`config.mk`:
```
export PLATFORM = sky130hd
export DESIGN_NAME = rmlv_vote_alu
export DESIGN_NICKNAME = d
export VERILOG_FILES = /design/src/hdl/rmlv_pkg.sv /design/src/hdl/rmlv_vote_alu.sv
export SDC_FILE = /design/constraint.sdc
export NUM_CORES = 1
export LEC_CHECK = 0
export BUFFER_PORTS_ARGS = -buffer_cell sky130_fd_sc_hd__buf_2
export CAP_MARGIN = 25
export CORE_MARGIN = 1
export CORE_UTILIZATION = 51
export CTS_BUF_LIST = sky130_fd_sc_hd__clkbuf_8
export CTS_CLUSTER_DIAMETER = 120
export DETAILED_ROUTE_END_ITERATION = 8
export GPL_TIMING_DRIVEN = 0
export PLACE_DENSITY_LB_ADDON = 0.25
export SYNTH_ARGS = -nofsm -noshare
export SYNTH_HDL_FRONTEND = slang
export SYNTH_SLANG_ARGS = --single-unit
```
`constraint.sdc`:
```
create_clock -name aclk -period 2.8 [get_ports aclk]
set_input_delay 0.14 -clock aclk [delete_from_list [all_inputs] [get_ports aclk]]
set_output_delay 0.14 -clock aclk [all_outputs]
set_load 0.01 [all_outputs]
```
`src/hdl/rmlv_pkg.sv`:
```
// shared types and constants of the region majority vote block
package rmlv_pkg;

    // one request: add a voxel or query a cell
    typedef struct packed {
        logic       func;
        logic [7:0] cell_index;
        logic [3:0] voxel_label;
    } req_t;

    // one answer to a query
    typedef struct packed {
        logic [7:0]  queried_cell;
        logic [3:0]  majority_label;
        logic [23:0] majority_count;
        logic        cell_empty;
    } rsp_t;

    // sequencer states
    typedef enum logic [2:0] {
        ST_CLEAR,
        ST_IDLE,
        ST_ADD_WR,
        ST_SCAN,
        ST_DONE
    } seq_state_t;

    // control of the shared compare unit
    typedef struct packed {
        logic start;
        logic step;
        logic vote;
    } alu_ctl_t;

    // request function codes
    localparam logic FUNC_ADD   = 1'b0;
    localparam logic FUNC_QUERY = 1'b1;

    // register index (address bit 2)
    localparam logic REG_LABELS_IN_USE = 1'b0;

    localparam logic [4:0]  LABELS_RESET  = 5'd16;
    localparam logic [23:0] OUT_COUNT_MAX = 24'hFF_FFFF;

endpackage

```
`src/hdl/rmlv_vote_alu.sv`:
```
// shared compare and increment unit: running majority over one cell
module rmlv_vote_alu #(
    parameter int LBL_W      = 4,
    parameter int COUNT_BITS = 24
) (
    input  logic                  aclk,
    input  rmlv_pkg::alu_ctl_t    ctl,
    input  logic [LBL_W-1:0]      idx,
    input  logic [COUNT_BITS-1:0] data,
    output logic [COUNT_BITS-1:0] inc_data,
    output logic [LBL_W-1:0]      best_lbl,
    output logic [COUNT_BITS-1:0] best_cnt,
    output logic                  empty
);

    logic [LBL_W-1:0]      best_lbl_reg;
    logic [COUNT_BITS-1:0] best_cnt_reg;
    logic                  empty_reg;
    logic                  win;

    // saturating increment for adds
    assign inc_data = (data == '1) ? data : data + COUNT_BITS'(1);

    // strictly greater keeps the smallest label on ties
    assign win = ctl.vote && (data > best_cnt_reg);

    // running best and empty flag
    always_ff @(posedge aclk) begin
        if (ctl.start) begin
            best_lbl_reg <= '0;
            best_cnt_reg <= '0;
            empty_reg    <= 1'b1;
        end else if (ctl.step) begin
            if (data != '0) begin
                empty_reg <= 1'b0;
            end
            if (win) begin
                best_lbl_reg <= idx;
                best_cnt_reg <= data;
            end
        end
    end

    assign best_lbl = best_lbl_reg;
    assign best_cnt = best_cnt_reg;
    assign empty    = empty_reg;

endmodule

```
**After elaboration in Yosys (flattened, before gate mapping)**

Index checks and enable logic that the tools add are counted.

- Flip-flop bits (word level): 29
- Input bits: 32
- Output and inout port bits: 53
- Logic and storage cells: 11

- Add/subtract/negate cells: 1
- Magnitude comparators: 1
- Eq/ne operators: 1
- Muxes and demuxes: 1
- Reductions and logical operators: 4

Operator list:

| operator | number |
|---|---|
| $add A24 B1 Y24 const B | 1 |
| $eq A24 B24 Y1 const B | 1 |
| $gt A24 B24 Y1 | 1 |
| $mux W24 | 1 |
| $reduce_bool A24 Y1 | 1 |
| $reduce_and A2 Y1 | 2 |
| $logic_and A1 B1 Y1 | 1 |

**Longest topological paths before layout**

- Depth in word-level cells: 3
- Mapped depth: 9

**Worst setup path after synthesis**

OpenSTA, ideal clock, no wires.

- Path kind: reg-to-reg
- Start: register best_cnt_reg[21] (netlist: best_cnt[21])
- End: register best_cnt_reg[3] (netlist: best_cnt[3])
- Setup time: 117 ps
- Arrival time: 1957 ps
- Slack: 726 ps
- Cell stages (with the launch flop): 10
- Buffers on the path: 1
- Path through: dfxtp_1 inv_1 ha_1 a21oi_1 nor2b_1 o21ai_0 nand4_2 o211a_1 buf_4 a22o_1

- Cells in the longest elaborated chain, start to end: 3

Ends and longest elaborated chain:

| element | line | source |
|---|---|---|
| from (decl) | rmlv_vote_alu.sv:17 | `logic [COUNT_BITS-1:0] best_cnt_reg;` |
| from (signal assigned) | rmlv_vote_alu.sv:39 | `best_cnt_reg <= data;` |
| $gt A24 B24 Y1 | rmlv_vote_alu.sv:25 | `assign win = ctl.vote && (data > best_cnt_reg);` |
| $logic_and A1 B1 Y1 | rmlv_vote_alu.sv:25 |  |
| $reduce_and A2 Y1 (no line) | n/a |  |

No other way between the ends.
A chain may end at the register's enable or synchronous reset.

**Worst setup path after layout**

- Start: register best_cnt_reg[21] (netlist: best_cnt[21])
- End: register best_cnt_reg[20] (netlist: best_cnt[20])

The elaborated chain is that of the path after synthesis.

==> out/metrics.cfg <==
[outcome]
outcome = complete, no violations

[placed_design]
io_buffers = 84
final_gp_congestion = 0.889
detailed_place_hpwl_um = 4540
place.detailed.instances = 397
dp_worst_setup_slack_ns = 0.456

[detailed_routing]
wl_per_cell_um = 14.3
remaining_drcs = 0
routed_via_density = 5.62
drt_iter0_drc = 150
routed_wl_um = 5810
ant_nets = 0
vias = 2277
drt-pass1-iter-count = 4

[synthesis]
postSynth.asyncResetShare_pct = 0
yosys.area.top_type = sky130_fd_sc_hd__dfxtp_1
post_synth.cell_area_avg_um2 = 8.62
ys_ff_latch = 29
yosys_warnings = 0
synth_enable_flop_cells = 0
synth_cell_types = 42
post_synth_main_area_contributors = sky130_fd_sc_hd__dfxtp_1, sky130_fd_sc_hd__ha_1, sky130_fd_sc_hd__a22o_1, sky130_fd_sc_hd__xnor2_1, sky130_fd_sc_hd__inv_1
synthesis.nets = 321
mappedNetlistArea_um2 = 2270
proportion_of_synthesized_chip_area_in_sequential_cells_pct = 25.6
area_share_of_the_largest_cell_type_after_synthesis_pct = 25.6
synthCells = 263
primary_ff_master_synth = sky130_fd_sc_hd__dfxtp_1

[critical_path]
ordered_list_of_cells_on_the_worst_path = inv_1 > ha_1 > a21oi_1 > nor2b_1 > o21ai_0 > nand4_2 > o211a_1 > buf_4 > a22o_1
timing.reg2reg.setup_slack_ns = 0.44
cp.buffers_inverters = 2
worstRegToRegCells = 9
critical-path-slowest-cell = sky130_fd_sc_hd__o211a_1
criticalPathCategory = flip-flop to flip-flop
crit-reg2reg-capture = best_cnt[20]
worstReg2RegStart = best_cnt[21]
worstSetupStartpointType = flip-flop
arrival_ns = 2.53
critical_path.top_delay_family = compound AO/OA/AOI/OAI gates
cp-end-kind = flip-flop
crit_path_max_fanout = 10
cpPeakStageDelay_ns = 0.37
required_time_of_the_critical_path_ns = 2.97

[finish]
nNetsFinal = 412
antenna_cells_inserted = 0
mostFrequentLayoutCells = sky130_fd_sc_hd__buf_2, sky130_fd_sc_hd__dfxtp_1, sky130_fd_sc_hd__inv_1
fraction_of_layout_cells_with_a_size_suffix_above_1_pct = 31.0
largest_register_ff_count = 24
syn2layout_area_growth_pct = 25.8
post_layout_nonfiller_instances = 405
mostFrequentLayoutCell = sky130_fd_sc_hd__buf_2

[global_route]
global_route.overflow_total = 0
track_usage_pct = 25.9
grt_first_pass_wirelength_um = 9040
grt_pass1_vias = 1925
grt_max_degree = 11
number_of_antenna_violations_at_the_first_check_in_global_routing = 0

[floorplanning]
die_area_um2 = 4720
floorplan.rows = 23
fp.dieW_um = 68.7
coreArea_um2 = 4140
initial_cell_density_of_the_core_pct = 54.7
die_y_um = 68.7
design.portCount = 85

[timing]
final_max_slew_viol_count = 0
slew_headroom_pct = 34.1
post-route-period-util_pct = 84.3
achievable-frequency_mhz = 424
setup-violations-final = 0
setup_total_negative_slack_ns = 0
finalHoldViolations = 0
period_minus_slack_ns = 2.36
grt_setup_unrepaired = no
clock_skew_ns = 0.00643
final.setup.worst_slack_ns = 0.439
worst_pin_slew_ns = 0.976

[run]
cap_viol_max_count = 0

[clock_tree]
clock_tree.root_cell = sky130_fd_sc_hd__clkbuf_8
clk_slew_on_worst_s_h_paths_ns = 0.07
insertion_delay_ns = 0.28
max-clock-path-buffers = 2
postCtsSetupRepairBufs = 0
clock_buffers_created_by_tritoncts = 5
cts.hold.buffers_added = 0
clock_sinks = 29
tritoncts = done
cts_max_level = 2
cts_resized = 0

[hold_path]
worstHoldPathType = primary input to flip-flop
whs_path_depth = 3
timing.hold.worst_endpoint = best_lbl[2]
worstHoldStart = idx[2]

[power_and_ir_drop]
power_leakage_uw = 0.00130
max-vdd-ir-drop_uv = 233
power_density_nw_per_um2 = 410

[how the worst max path moves through the flow]
stage	cells after the start	from	slack, ns	endpoint
after floorplan	9	best_cnt[21]	0.73	best_cnt[3]
after global placement	9	best_cnt[21]	0.50	best_cnt[18]
after detailed placement	9	best_cnt[21]	0.46	best_cnt[2]
after CTS	9	best_cnt[21]	0.45	best_cnt[2]
after global routing	9	best_cnt[21]	0.32	best_cnt[20]
final	9	best_cnt[21]	0.44	best_cnt[20]
[power by group]
group / switching [µW] / internal (µW)
clock: 162 / 222
sequential: 17.9 / 439
combinational: 188 / 139
total: 369 / 801
[routing by layer]
| metal | global-route usage (%) | part of all wire (%) | vias to the layer above |
|---|---|---|---|
| met2 | 41.1 | 45 | 85 |
| met4 | 5.99 | 0.84 | 0 |
| li1 | - | - | 1144 |
| met1 | 35.5 | 48 | 1043 |
| met5 | 0 | 0 | - |
| met3 | 5.43 | 6.2 | 5 |
[final cells by class]
| class | instances | area (µm²) |
|---|---|---|
| multi-input combinational | 201 | 1540 |
| tap | 50 | 62.6 |
| fill | 354 | 1290 |
| sequential | 29 | 581 |
| clock inverter | 1 | 5.00 |
| buffer | 6 | 46.3 |
| inverter | 27 | 101 |
| timing repair buffer | 84 | 420 |
| clock buffer | 7 | 96.3 |
[Yosys cell counts, types with 2 or more instances]
cell type,number
sky130_fd_sc_hd__nand2b_1,6
sky130_fd_sc_hd__nor3_1,3
sky130_fd_sc_hd__and4_1,3
sky130_fd_sc_hd__nand4_2,4
sky130_fd_sc_hd__o2111ai_1,5
sky130_fd_sc_hd__nand4_1,12
sky130_fd_sc_hd__ha_1,26
sky130_fd_sc_hd__dfxtp_1,29
sky130_fd_sc_hd__nor2_1,12
sky130_fd_sc_hd__buf_4,2
sky130_fd_sc_hd__nor4_1,4
sky130_fd_sc_hd__a21oi_1,11
sky130_fd_sc_hd__xor2_1,4
sky130_fd_sc_hd__nand3_1,17
sky130_fd_sc_hd__buf_6,2
sky130_fd_sc_hd__nand2_1,19
sky130_fd_sc_hd__a22o_1,23
sky130_fd_sc_hd__a21oi_2,2
sky130_fd_sc_hd__o21ai_0,7
sky130_fd_sc_hd__nor2b_1,7
sky130_fd_sc_hd__inv_1,27
sky130_fd_sc_hd__xnor2_1,18
[worst reg2reg max path, cell delays in order, from the launching register on]
cell and delay (ns):
sky130_fd_sc_hd__dfxtp_1 0.35, sky130_fd_sc_hd__inv_1 0.05, sky130_fd_sc_hd__ha_1 0.29, sky130_fd_sc_hd__a21oi_1 0.14, sky130_fd_sc_hd__nor2b_1 0.06, sky130_fd_sc_hd__o21ai_0 0.32, sky130_fd_sc_hd__nand4_2 0.29, sky130_fd_sc_hd__o211a_1 0.37
sky130_fd_sc_hd__buf_4 0.20, sky130_fd_sc_hd__a22o_1 0.19
[logic make-up (layout without fill, tap and decap cells)]
family,after synthesis,count (layout),synth area share [%]
fa+ha+maj,26,26,14.3
buf+inv,33,125,6.51
simple gates,97,97,25.6
compound gates,56,56,19.4
flops,29,29,25.6
xor+xnor,22,22,8.50
[metrics by stage]
stage / utilization (%) / total power (µW) / hold WS (ns) / area, µm²
6_report: 68.8 / 1170 / 0.140 / 2850
4_1_cts: 68.8 / 1180 / 0.143 / 2850
5_1_grt: 68.8 / 1240 / 0.144 / 2850
3_5_place_dp: 66.4 / 792 / 0.433 / 2750
2_1_floorplan: - / 658 / 0.265 / 2270
3_3_place_gp: 66.4 / 783 / 0.413 / 2750
(Power assumes the default switching activity.)
