File: config.mk
export PLATFORM = sky130hd
export DESIGN_NAME = rmlv_seq
export DESIGN_NICKNAME = d
export VERILOG_FILES = /design/src/hdl/rmlv_pkg.sv /design/src/hdl/rmlv_seq.sv
export SDC_FILE = /design/constraint.sdc
export NUM_CORES = 1
export LEC_CHECK = 0
export ABC_AREA = 1
export BUFFER_PORTS_ARGS = -buffer_cell sky130_fd_sc_hd__clkbuf_2
export CAP_MARGIN = 5
export CORE_ASPECT_RATIO = 0.6
export CORE_UTILIZATION = 44
export DETAILED_ROUTE_END_ITERATION = 6
export GPL_TIMING_DRIVEN = 0
export PLACE_DENSITY = 0.86
export SLEW_MARGIN = 10
export SYNTH_ARGS = -nofsm -noshare
export SYNTH_HDL_FRONTEND = slang
export SYNTH_SLANG_ARGS = --single-unit
File: constraint.sdc
create_clock -name aclk -period 2.4 [get_ports aclk]
set_input_delay 0.24 -clock aclk [delete_from_list [all_inputs] [get_ports aclk]]
set_output_delay 0.24 -clock aclk [all_outputs]
set_load 0.1 [all_outputs]
File: src/hdl/rmlv_pkg.sv
// shared types and constants of the region majority vote block
package rmlv_pkg;

    // one request: add a voxel or query a cell
    typedef struct packed {
        logic       func;
        logic [7:0] cell_index;
        logic [3:0] voxel_label;
    } req_t;

    // one answer to a query
    typedef struct packed {
        logic [7:0]  queried_cell;
        logic [3:0]  majority_label;
        logic [23:0] majority_count;
        logic        cell_empty;
    } rsp_t;

    // sequencer states
    typedef enum logic [2:0] {
        ST_CLEAR,
        ST_IDLE,
        ST_ADD_WR,
        ST_SCAN,
        ST_DONE
    } seq_state_t;

    // control of the shared compare unit
    typedef struct packed {
        logic start;
        logic step;
        logic vote;
    } alu_ctl_t;

    // request function codes
    localparam logic FUNC_ADD   = 1'b0;
    localparam logic FUNC_QUERY = 1'b1;

    // register index (address bit 2)
    localparam logic REG_LABELS_IN_USE = 1'b0;

    localparam logic [4:0]  LABELS_RESET  = 5'd16;
    localparam logic [23:0] OUT_COUNT_MAX = 24'hFF_FFFF;

endpackage

File: src/hdl/rmlv_seq.sv
// sequencer: clearing sweep, add read-modify-write, query scan and clear
module rmlv_seq #(
    parameter int NUM_CELLS  = 256,
    parameter int NUM_LABELS = 16,
    parameter int COUNT_BITS = 24
) (
    input  logic                  aclk,
    input  logic                  aresetn,
    input  logic                  s_valid,
    input  rmlv_pkg::req_t        s_req,
    output logic                  s_ready,
    input  logic [4:0]            lbl_use,
    input  logic [COUNT_BITS-1:0] inc_data,
    input  logic                  out_free,
    output logic                  out_load,
    output logic [7:0]            qcell,
    output rmlv_pkg::alu_ctl_t    alu_ctl,
    output logic [$clog2(NUM_LABELS)-1:0] alu_idx,
    output logic                  mem_we,
    output logic [$clog2(NUM_CELLS)+$clog2(NUM_LABELS)-1:0] mem_waddr,
    output logic [COUNT_BITS-1:0] mem_wdata,
    output logic [$clog2(NUM_CELLS)+$clog2(NUM_LABELS)-1:0] mem_raddr
);

    localparam int CELL_W    = $clog2(NUM_CELLS);
    localparam int LBL_W     = $clog2(NUM_LABELS);
    localparam int ADDR_W    = CELL_W + LBL_W;
    localparam int MEM_DEPTH = NUM_CELLS * (1 << LBL_W);

    rmlv_pkg::seq_state_t state_reg, state_next;
    rmlv_pkg::req_t       req_reg;
    logic                 ok_reg;
    logic [LBL_W-1:0]     idx_reg;
    logic [ADDR_W-1:0]    sweep_reg;

    logic accept;
    logic cell_ok;
    logic lbl_ok;
    logic is_query;
    logic scan_last;
    logic sweep_last;

    assign s_ready    = (state_reg == rmlv_pkg::ST_IDLE);
    assign accept     = s_valid && s_ready;
    assign is_query   = (s_req.func == rmlv_pkg::FUNC_QUERY);
    assign cell_ok    = 32'(s_req.cell_index) < NUM_CELLS;
    assign lbl_ok     = 32'(s_req.voxel_label) < NUM_LABELS;
    assign scan_last  = (idx_reg == LBL_W'(NUM_LABELS - 1));
    assign sweep_last = (sweep_reg == ADDR_W'(MEM_DEPTH - 1));
    assign qcell      = req_reg.cell_index;
    assign alu_idx    = idx_reg;

    // next state
    always_comb begin
        state_next = state_reg;
        case (state_reg)
            rmlv_pkg::ST_CLEAR: begin
                if (sweep_last) begin
                    state_next = rmlv_pkg::ST_IDLE;
                end
            end
            rmlv_pkg::ST_IDLE: begin
                if (accept) begin
                    state_next = is_query ? rmlv_pkg::ST_SCAN : rmlv_pkg::ST_ADD_WR;
                end
            end
            rmlv_pkg::ST_ADD_WR: begin
                state_next = rmlv_pkg::ST_IDLE;
            end
            rmlv_pkg::ST_SCAN: begin
                if (scan_last) begin
                    state_next = rmlv_pkg::ST_DONE;
                end
            end
            rmlv_pkg::ST_DONE: begin
                if (out_free) begin
                    state_next = rmlv_pkg::ST_IDLE;
                end
            end
            default: begin
                state_next = rmlv_pkg::ST_CLEAR;
            end
        endcase
    end

    // outputs: memory ports, compare unit control, result load
    always_comb begin
        mem_we        = 1'b0;
        mem_waddr     = {CELL_W'(req_reg.cell_index), idx_reg};
        mem_wdata     = '0;
        mem_raddr     = {CELL_W'(s_req.cell_index),
                         is_query ? LBL_W'(0) : LBL_W'(s_req.voxel_label)};
        alu_ctl.start = 1'b0;
        alu_ctl.step  = 1'b0;
        alu_ctl.vote  = 1'b0;
        out_load      = 1'b0;
        case (state_reg)
            rmlv_pkg::ST_CLEAR: begin
                mem_we    = 1'b1;
                mem_waddr = sweep_reg;
            end
            rmlv_pkg::ST_IDLE: begin
                alu_ctl.start = accept && is_query;
            end
            rmlv_pkg::ST_ADD_WR: begin
                mem_we    = ok_reg;
                mem_waddr = {CELL_W'(req_reg.cell_index), LBL_W'(req_reg.voxel_label)};
                mem_wdata = inc_data;
            end
            rmlv_pkg::ST_SCAN: begin
                // read the next label while clearing the current one
                mem_we       = ok_reg;
                mem_raddr    = {CELL_W'(req_reg.cell_index), idx_reg + LBL_W'(1)};
                alu_ctl.step = ok_reg;
                alu_ctl.vote = (idx_reg == '0) || (32'(idx_reg) < 32'(lbl_use));
            end
            rmlv_pkg::ST_DONE: begin
                out_load = out_free;
            end
            default: begin
                mem_we = 1'b0;
            end
        endcase
    end

    // state and sweep counter
    always_ff @(posedge aclk) begin
        if (!aresetn) begin
            state_reg <= rmlv_pkg::ST_CLEAR;
            sweep_reg <= '0;
        end else begin
            state_reg <= state_next;
            if (state_reg == rmlv_pkg::ST_CLEAR) begin
                sweep_reg <= sweep_reg + ADDR_W'(1);
            end
        end
    end

    // request capture and label counter
    always_ff @(posedge aclk) begin
        if (accept) begin
            req_reg <= s_req;
            ok_reg  <= is_query ? cell_ok : (cell_ok && lbl_ok);
            idx_reg <= '0;
        end else if (state_reg == rmlv_pkg::ST_SCAN) begin
            idx_reg <= idx_reg + LBL_W'(1);
        end
    end

endmodule

**After elaboration in Yosys (flattened, before gate mapping)**

Index checks and enable logic that the tools add are counted.

- Memories kept: 0
- Memory bits (read-only): 0
- Register bits: 31
- Bits in writable memories: 0
- Logic and storage cells: 39
- Bits in latches: 0

- Equal/unequal tests: 10
- Multiplexer cells: 14
- Reduce and logical (&&, ||, !) cells: 7
- $add $sub $neg: 2
- $lt $le $gt $ge: 1
- Div/mod/pow operators: 0
- Multipliers: 0
- Shift operators: 0
- Bitwise logic cells: 0

Operators by type and width:

| kind | count |
|---|---|
| two-way mux 24 bit | 1 |
| one-hot mux 12 bit (2 select lines) | 1 |
| one-hot mux 3 bit (5 select lines) | 1 |
| adder 12 x 1 -> 12 bit (second input constant) | 1 |
| == test 12 bit (second input constant) | 1 |
| two-way mux 12 bit | 1 |
| two-way mux 3 bit | 4 |
| == test 3 x 2 -> 1 bit (second input constant) | 2 |
| inequality test 2 bit (second input constant) | 3 |
| less-than comparator 4 x 5 -> 1 bit | 1 |
| adder 4 x 1 -> 4 bit (second input constant) | 1 |
| == test 4 bit (second input constant) | 1 |
| zero test 4 bit | 1 |
| two-way mux 1 bit | 4 |
| two-way mux 4 bit | 1 |
| AND reduction 4 bit | 1 |
| == test 3 x 1 -> 1 bit (second input constant) | 1 |
| == test 3 bit (second input constant) | 1 |
| zero test 3 bit | 1 |
| OR reduction 3 bit | 1 |
| logical AND 1 bit | 2 |
| two-way mux 2 bit | 1 |
| inequality test 2 x 1 -> 1 bit (second input constant) | 1 |
| logical OR 1 bit | 1 |

**Logic depth before layout (Yosys ltp)**

Gate-level depths: netlist of the first run.

- Depth after elaboration: 4
- Gate-level depth with buffers: 9

**Least setup slack after synthesis of the first run**

OpenSTA, ideal clock, no wires.

- Path kind: register -> output
- Start: reg state_reg[2]
- End: out out_load
- Cell stages (with the launch flop): 3
- Data required time: 2.160 ns
- Path slack: -1.262 ns
- Arrival time: 3.422 ns
- Path buffers: 0
- Cell sequence: dfxtp_1 -> inv_2 -> nor4_1

- Longest elaborated chain between the ends: 2

RTL lines:

| element | RTL line | RTL |
|---|---|---|
| start, declared | rmlv_seq.sv:30 | `rmlv_pkg::seq_state_t state_reg, state_next;` |
| start signal, assigned | rmlv_seq.sv:129 | `state_reg <= rmlv_pkg::ST_CLEAR;` |
| start signal, assigned | rmlv_seq.sv:132 | `state_reg <= state_next;` |
| == test 3 bit | rmlv_seq.sv:97 | `case (state_reg)` |
| two-way mux 1 bit | rmlv_seq.sv:97 |  |
| end, declared | rmlv_seq.sv:15 | `output logic out_load,` |

Every way passes these cells.

**Worst setup path after layout of the first run**

- Start: reg state_reg[2]
- End: out mem_wdata[18]

- Longest elaborated chain between the ends: 2

RTL lines:

| element | RTL line | RTL |
|---|---|---|
| == test 3 x 2 -> 1 bit | rmlv_seq.sv:97 |  |
| two-way mux 24 bit | rmlv_seq.sv:97 |  |
| end, declared | rmlv_seq.sv:21 | `output logic [COUNT_BITS-1:0] mem_wdata,` |

Every way passes these cells.

==> results of run 1 <==
## synth_stat cells
cell type / n
a21oi_1: 18
a21oi_2: 1
buf_2: 4
buf_4: 11
buf_6: 4
dfxtp_1: 19
edfxtp_1: 12
ha_1: 6
inv_1: 51
inv_2: 5
nand2_1: 74
nand2_4: 3
nand3_1: 17
nand4_1: 2
nor2_1: 48
nor2_2: 2
nor2_4: 4
nor3_1: 2
nor3_2: 2
nor3b_1: 1
nor4_1: 1
o211ai_1: 2
o21ai_0: 16
o21ai_1: 1
o221ai_1: 3
or2_2: 1
## layer usage
| metal | up-vias | global-route usage, % | share of wire (%) |
|---|---|---|---|
| met2 | 120 | 38.74 | 42 |
| met1 | 1035 | 32.23 | 47 |
| met3 | 5 | 6.474 | 10 |
| met4 | 0 | 6.122 | 0.70 |
| met5 | - | 0 | 0 |
| li1 | 1197 | - | - |
## cells by family after synthesis
kind of cell    Yosys count  synth area share [%]
simple gates            157                 33.25
buf+inv                  75                 17.07
compound gates           41                 10.75
flops                    31                 35.34
fa+ha+maj                 6                 3.582
## metrics by stage
stage                     hold slack [ns]  std cells
final                              0.1432        492
after global routing               0.1288        492
after CTS                          0.1349        492
after detailed placement           0.4345        484
after global placement             0.4331        484
after floorplan                    0.3389        310
## power groups by stage
stage	Combinational (W)	Sequential (W)	Clock (W)
floorplan	0.00173	0.000808	0
global placement	0.00214	0.000719	0
detailed placement	0.00215	0.000725	0
CTS	0.00216	0.000714	0.000401
global route	0.00226	0.000728	0.000429
finish	0.00216	0.000716	0.000396
## worst max path at each step
stage / startpoint / endpoint / slack, ns / cells after the start
after floorplan: state_reg[0] / mem_waddr[11] / -0.76 / 5
after global placement: state_reg[2] / mem_wdata[18] / 0.48 / 7
after detailed placement: state_reg[2] / mem_wdata[18] / 0.45 / 7
after CTS: state_reg[2] / mem_wdata[18] / 0.14 / 7
after global routing: state_reg[2] / mem_wdata[19] / 0.02 / 7
final: state_reg[2] / mem_wdata[18] / 0.13 / 7
## area by class of cell
type | instances | area, um2
Fill cell | 419 | 1669
Clock inverter | 2 | 7.507
Buffer | 19 | 147.6
Timing Repair Buffer | 111 | 555.5
Inverter | 56 | 210.2
Sequential cell | 31 | 747.0
Multi-Input combinational cell | 204 | 1076
Clock buffer | 6 | 72.57
Tap cell | 63 | 78.83
## placed cells by master (no fill, tap or decap), types with 3 or more instances in the layout
| cell type | n |
|---|---|
| inv_1 | 50 |
| buf_6 | 4 |
| nor2_1 | 27 |
| nand3_1 | 17 |
| nor2_2 | 22 |
| o21ai_0 | 10 |
| edfxtp_1 | 12 |
| o221ai_1 | 3 |
| nor2_4 | 5 |
| clkbuf_2 | 111 |
| ha_1 | 6 |
| o21ai_1 | 6 |
| dfxtp_1 | 16 |
| clkbuf_8 | 5 |
| nand2_1 | 74 |
| a21oi_1 | 17 |
| inv_2 | 6 |
| nand2_4 | 3 |
| buf_4 | 11 |
| buf_2 | 4 |
## critical path, stage by stage (launching register included)
cell      delay [ns]
dfxtp_1         0.41
inv_2           0.13
nand2_1         0.09
nor2_2          0.25
inv_2           0.11
buf_4           0.21
nor2_2          0.09
clkbuf_2        0.46
==> metrics.txt, run 1 <==
Top Ports 112; routability cong. 0.8912; Area Overhead vs Synth 38.15%; worst hold stages 1; worst r2r dst sweep_reg[10]; post-cts resize count 0; outcome finished clean; DP Area 2815 um2; fin util 63.43%; Total Power 0.003277 W; Min-Delay Endpoint qcell[3]; Crit Path Category flip-flop to output pin; H-tree levels 2; power share of the clock group 12.1%; Worst setup EP type output pin; Post-CTS Setup Repair Bufs 0; gate count of the mapped netlist 310; Worst VDD drop 0.0006783 V; number of flip-flops in the largest register 12; Yosys top cell area share 18.15%; share of cells above drive strength 1 42.19%; Routed WL per cell 11.87 um; first-iteration detailed-routing DRC count 152; final net count 480; number of synthesized register bits 31; vias per cell 4.791; PnR worst setup slack 0.1311 ns; DIE WIDTH 91.10 um; # hold bufs at CTS 0; core area 4564 um2; DRC violations left 0; Tcrit/Tclk final 94.54%; Pins Over Slew Limit 0; setup slack, reg-to-reg 0.82 ns; Worst setup SP type flip-flop; CTS tree yes; die area 5052 um2; post-synth top area cell dfxtp_1; vias in the first global route 2109; Hold Path Class primary input to flip-flop; Initial Utilization 45.92%; switching share of total power 62.83%; Slew @ Worst Pin 0.5639 ns; Reg clk slew, reported paths 0.06 ns; P_leak 1.525 nW; Final min period 2.269 ns; syn nets 362; Max Buffers Root-to-Sink 2; clock skew 0.01146 ns; Relative slew margins 62.57%; die height 55.46 um; DR pass1 iterations 5; ant diodes 0; Switch Pwr 0.002059 W; Seq/Total Area, Yosys 35.34%; fmax 0.4407 GHz; total CTS buffers 5; clock sink total 31; P_int 0.001218 W; largest net degree at the start of global routing 17; YS warnings 0; worst-path fanout max 10; r2r worst-path depth 7; final-report setup violation count 0; GRT Total Usage 24.06%; port buffer count 111; top cells by area, synth dfxtp_1 18%, edfxtp_1 17%, nand2_1 13%; R2R Path Start sweep_reg[0]; design area 2895 um2; count of cell types in the netlist 26; post-place setup slack 0.4507 ns; hold path startpoint s_req[7]; initial antenna violation count 0; DRT Wirelength 5.838 mm; Max Cap Viol 0; first-pass GRT wire length 9.508 mm; PD cells 1132 nW/um2; Worst Path Required 2.16 ns; Cell Area, Synth 2096 um2; Fin. Hold Viols 0; critical path arrival 2.03 ns; site row count 19; root buffer cell clkbuf_8; Mean Syn Cell Area 6.761 um2; vias post-DR 2357; antenna viol nets, final 0; post-DP HPWL 4.721 mm; Logic pwr share 66.1%; Worst-Skew Late Latency 0.29 ns; total grt overflow 0; setup TNS 0 ns; Flop pwr share 21.8%; RSZ-0062 raised after global routing false
Power figures use the tool's default switching activity.
==> run 2, diff against run 1 <==
- ABC_AREA: 1 -> default
- CAP_MARGIN: 5 -> 10
- CORE_ASPECT_RATIO: 0.6 -> 1.25
==> run 2 against run 1 <==
Flip-flop and latch count stayed put. Clock skew is 0.0045 ns lower. Clock-buffer cell count fell by 1. First-iteration DRC count decreased by 71%. Clock power up 27%. Global-route usage is 1.7 points lower. Non-clock buffer count is 2 higher. Setup slack worse by 0.052 ns. Die area down 3.5%. Critical endpoint is now mem_waddr[8].
==> metrics.txt, run 2 <==
DP Area 2714 um2 (-3.6%); Hold Path Class primary input to flip-flop; Post-CTS Setup Repair Bufs 0 (unchanged); initial antenna violation count 0 (unchanged); FFs w/ async S/R, synth 0% (unchanged); share of cells above drive strength 1 47.71% (+5.5 points); # hold bufs at CTS 0 (unchanged); Top Ports 112 (unchanged); RSZ-0062 raised after global routing false; clock sink total 31 (unchanged); Worst Path Required 2.16 ns (about the same); site row count 27 (+8); vias per cell 4.975 (+3.9%); Worst setup SP type flip-flop; Worst setup EP type output pin; post-place setup slack -0.02691 ns (-0.4776 ns); Top FF cell, synth dfxtp_1; Worst-Skew Late Latency 0.28 ns (about the same); DRT Wirelength 5.398 mm (-7.5%); root buffer cell clkbuf_8; post-DP HPWL 3.926 mm (-17%); gate count of the mapped netlist 232 (-25%); placed insts 401 (-17%); number of synthesized register bits 31 (unchanged); ant diodes 0 (unchanged); DRC violations left 0 (unchanged); vias in the first global route 1960 (-7.1%); port buffer count 111 (unchanged); Slew @ Worst Pin 0.5664 ns (+0.002544 ns); Tcrit/Tclk final 96.70% (+2.2 points); fmax 0.4309 GHz (-2.2%); outcome finished clean; critical path arrival 2.08 ns (+0.05 ns); biggest cell delay along the critical path 0.35 ns (-0.11 ns); GRT Total Usage 22.35% (-1.7 points); post-synth top area cell dfxtp_1; Post-synth EDFFs 12 (unchanged); final-report setup violation count 0 (unchanged); Reg clk slew, reported paths 0.07 ns (about the same); most frequent cells after synthesis 45 x nand2_1, 34 x and2_1, 19 x dfxtp_1; vias post-DR 2030 (-14%); crit-path leading delay family buffers and inverters; routability cong. 0.7842 (-12%); Mean Syn Cell Area 8.721 um2 (+29%); worst hold stages 1 (unchanged); Relative slew margins 62.40% (-0.17 points); Final min period 2.321 ns (+0.05180 ns); die height 77.82 um (+40%); H-tree levels 2 (unchanged); syn nets 284 (-22%); core area 4425 um2 (-3.0%); first-iteration detailed-routing DRC count 44 (-71%); worst path bufs/invs 3 (-1); Seq/Total Area, Yosys 36.61% (+1.3 points); worst-path cell chain buf_2 -> or2_1 -> nor2_4 -> buf_4 -> mux2_2 -> clkbuf_4; P_leak 1.492 nW (-2.2%); most numerous cell in the Yosys netlist nand2_1; count of cell types in the netlist 40 (+54%); most common cell after layout, fill and taps aside clkbuf_2; Max Buffers Root-to-Sink 2 (unchanged); CP max stage cell mux2_2; Min Hold Slack 0.1451 ns (+0.001930 ns); die area 4875 um2 (-3.5%); design area 2963 um2 (+2.3%); Cell Area, Synth 2023 um2 (-3.5%); clock skew 0.006971 ns (-0.004486 ns); total CTS buffers 5 (unchanged); CTS tree yes; DIE WIDTH 62.65 um (-31%); fin util 66.95% (+3.5 points); Max Cap Viol 0 (unchanged); DR pass1 iterations 5 (unchanged); Crit path depth 6 (-1); Crit Path Category flip-flop to output pin; PnR worst setup slack 0.07932 ns (-0.05180 ns); total grt overflow 0 (unchanged); largest net degree at the start of global routing 18 (+1); Yosys top cell area share 18.80% (+0.65 points); Routed WL per cell 13.23 um (+11%); YS warnings 0 (unchanged); Pins Over Slew Limit 0 (unchanged); top cells by area, synth dfxtp_1 19%, edfxtp_1 18%, and2_1 11%; count of non-filler cells in the finished layout 408 (-17%); r2r worst-path depth 5 (-2); number of flip-flops in the largest register 12 (unchanged); worst-path fanout max 10 (unchanged); PD cells 913.0 nW/um2 (-19%); Worst VDD drop 0.0008932 V (+32%); most frequent cells in the layout 78 x clkbuf_2, 45 x nand2_1, 34 x and2_1; Area Overhead vs Synth 46.44%; antenna viol nets, final 0 (unchanged); Fin. Hold Viols 0 (unchanged); first-pass GRT wire length 8.707 mm (-8.4%); Initial Utilization 45.72% (-0.20 points); final net count 401 (-16%); post-cts resize count 39 (+39)
[run 2: cell types whose count changed after synthesis, moves of 13 or more]
cell / previous run / this run
nand2_1: 74 / 45
and2_1: 0 / 34
nor2_1: 48 / 8
inv_1: 51 / 7
a21oi_1: 18 / 5
nand3_1: 17 / 3
[run 2: final timing paths]
| check | from | to | slack (ns) |
|---|---|---|---|
| hold / removal | s_req[6] | qcell[2] | 0.15 |
| setup reg to reg | alu_idx[1] | state_reg[0] | 0.77 |
| setup / recovery | state_reg[0] | mem_waddr[8] | 0.08 |
| hold reg to reg | alu_idx[0] | alu_idx[0] | 0.51 |
[run 2: report_power, final]
part | switching, W | total [W] | internal [W]
Clock | 0.000199 | 0.000503 | 0.000304
Combinational | 0.00116 | 0.00149 | 0.000331
Sequential | 0.0000860 | 0.000708 | 0.000622
Total | 0.00145 | 0.00271 | 0.00126
[run 2: metal layers]
metal  wire [um]  GRT usage, %  vias up
met5           0             0        -
met4         129         10.70        0
met3         297         4.706       12
met2        2899         41.63       88
met1        2071         23.49      926
li1            -             -     1004
[run 2: kinds of logic (layout without fill, tap and decap cells)]
group | Yosys count | in the layout | synth area share, %
adders and majority gates | 6 | 6 | 3.710
DFF | 31 | 31 | 36.61
muxes | 12 | 12 | 6.432
buffers and inverters | 29 | 147 | 7.854
xor gates and xnor gates | 12 | 12 | 5.195
and+or+nand+nor | 115 | 115 | 31.29
AOI/OAI and AO/OA | 27 | 27 | 8.904
[run 2: area by class of cell]
class	instances	area [um2]
multi-input combinational	172	1187
tap	58	72.57
buffer	21	131.4
fill	354	1463
timing repair buffer	111	693.2
sequential	31	744.5
inverter	7	26.28
clock inverter	3	38.79
clock buffer	5	68.82
[run 2: through the flow]
step	total power [W]	setup TNS, ns
final	0.002705	0
after global routing	0.002807	0
after detailed placement	0.002178	-0.1262
after CTS	0.002698	0
after global placement	0.002157	-0.01074
after floorplan	0.001940	-0.1857
[run 2: worst register-to-register path, cell delays in order (launching register included)]
cell      delay [ns]
dfxtp_2         0.40
ha_1            0.24
a31oi_2         0.13
or3_4           0.42
a221oi_2        0.18
o221a_1         0.21
==> run 3, diff against run 2 <==
- MAX_ROUTING_LAYER: default -> met4
==> run 3 against run 2 <==
Critical path depth is the same. Setup slack got worse by 0.00096 ns. Global-route usage grew 0.63 points. Fmax barely moved. Flip-flop and latch count did not move. Die area stayed put. Critical endpoint unchanged. Total power about the same. Final area stayed put. Largest power group unchanged.
==> metrics.txt, run 3 (synthesized netlist as in run 2, its figures left out) <==
Routed WL per cell 13.23 um (about the same); Worst setup EP type output pin; DRC violations left 0 (unchanged); core area 4425 um2 (unchanged); worst-path fanout max 10 (unchanged); Slew @ Worst Pin 0.5664 ns (unchanged); Max Buffers Root-to-Sink 2 (unchanged); P_leak 1.492 nW (unchanged); worst-path cell chain buf_2 -> or2_1 -> nor2_4 -> buf_4 -> mux2_2 -> clkbuf_4; DIE WIDTH 62.65 um (unchanged); r2r worst-path depth 5 (unchanged); total CTS buffers 5 (unchanged); Fin. Hold Viols 0 (unchanged); worst hold stages 1 (unchanged); die height 77.82 um (unchanged); Worst setup SP type flip-flop; die area 4875 um2 (unchanged); Worst Path Required 2.16 ns (about the same); H-tree levels 2 (unchanged); RSZ-0062 raised after global routing false; root buffer cell clkbuf_8; Reg clk slew, reported paths 0.07 ns (about the same); largest net degree at the start of global routing 18 (unchanged); PD cells 913.5 nW/um2 (about the same); PnR worst setup slack 0.07836 ns (-0.0009586 ns); number of flip-flops in the largest register 12 (unchanged); GRT Total Usage 22.98% (+0.63 points); Worst-Skew Late Latency 0.28 ns (about the same); Final min period 2.322 ns (+0.0009586 ns); Min Hold Slack 0.1433 ns (-0.001863 ns); routability cong. 0.7951 (+1.4%); Area Overhead vs Synth 46.44% (unchanged); critical path arrival 2.08 ns (about the same); post-DP HPWL 3.926 mm (unchanged); DRT Wirelength 5.397 mm (about the same); CTS tree yes; clock skew 0.007160 ns (+0.0001887 ns); Max Cap Viol 0 (unchanged); final net count 401 (unchanged); total grt overflow 0 (unchanged); ant diodes 0 (unchanged); Crit Path Category flip-flop to output pin; CP max stage cell mux2_2; Worst VDD drop 0.0008933 V (about the same); final-report setup violation count 0 (unchanged); Pins Over Slew Limit 0 (unchanged); first-pass GRT wire length 8.707 mm (unchanged); DP Area 2714 um2 (unchanged); Tcrit/Tclk final 96.74% (about the same); site row count 27 (unchanged); biggest cell delay along the critical path 0.35 ns (about the same); port buffer count 111 (unchanged); Initial Utilization 45.72% (unchanged); clock sink total 31 (unchanged); Top Ports 112 (unchanged); DR pass1 iterations 4 (-1); post-place setup slack -0.02691 ns (unchanged); fin util 66.95% (unchanged); share of cells above drive strength 1 47.71% (unchanged); initial antenna violation count 0 (unchanged); vias per cell 4.978 (about the same); antenna viol nets, final 0 (unchanged); Hold Path Class primary input to flip-flop; fmax 0.4307 GHz (about the same); outcome finished clean; vias in the first global route 1965 (+0.26%); first-iteration detailed-routing DRC count 44 (unchanged); Relative slew margins 62.40% (unchanged); most common cell after layout, fill and taps aside clkbuf_2; vias post-DR 2031 (+0.049%); design area 2963 um2 (unchanged); most frequent cells in the layout 78 x clkbuf_2, 45 x nand2_1, 34 x and2_1
-- run 3: cell counts in the layout (fill, tap and decap cells not counted) --
Identical to the previous run, type by type.
-- run 3: per-layer routing --
layer  GRT usage [%]  routed length, um  vias up
li1                -                  -     1005
met1           23.58               2094      927
met2           41.63               2892       89
met3           4.559                283       10
met4           10.70                127        0
met5               -                  0        -
-- run 3: repair_timing --
item / CTS / global route
gates resized for setup: 39 / 35
hold endpoints to repair: 0 / 0
pin swaps: 0 / 0
hold buffers: 0 / 0
setup endpoints to repair: 38 / 28
setup buffers: 0 / 0
-- run 3: critical path: cells and delay by family (launching register included) --
family | cells | cell delay [ns]
and+or+nand+nor | 2 | 0.48
muxes | 1 | 0.35
DFF | 1 | 0.29
buffers and inverters | 3 | 0.68
-- run 3: layout make-up --
type                            instances  area, um2
Multi-Input combinational cell        172       1187
Clock buffer                            5      68.82
Tap cell                               58      72.57
Inverter                                7      26.28
Sequential cell                        31      744.5
Clock inverter                          3      38.79
Timing Repair Buffer                  111      693.2
Fill cell                             354       1463
Buffer                                 21      131.4
-- run 3: metrics by stage --
stage / TNS, ns / cells / power [W]
finish: 0 / 408 / 0.002706
global placement: -0.01074 / 401 / 0.002157
detailed placement: -0.1262 / 401 / 0.002178
global route: 0 / 408 / 0.002807
CTS: 0 / 409 / 0.002698
floorplan: -0.1857 / 232 / 0.001940
-- run 3: path summary, 6_finish.rpt --
check                from            to  slack, ns
max          state_reg[0]  mem_waddr[8]       0.08
min              s_req[6]      qcell[2]       0.14
max reg2reg    alu_idx[1]  state_reg[0]       0.77
min reg2reg    alu_idx[0]    alu_idx[0]       0.51
-- run 3: where the power goes --
part / switching (W) / leakage, nW / internal [W]
sequential: 0.0000857 / 0.264 / 0.000622
clock: 0.000200 / 0.0556 / 0.000304
combinational: 0.00116 / 1.17 / 0.000331
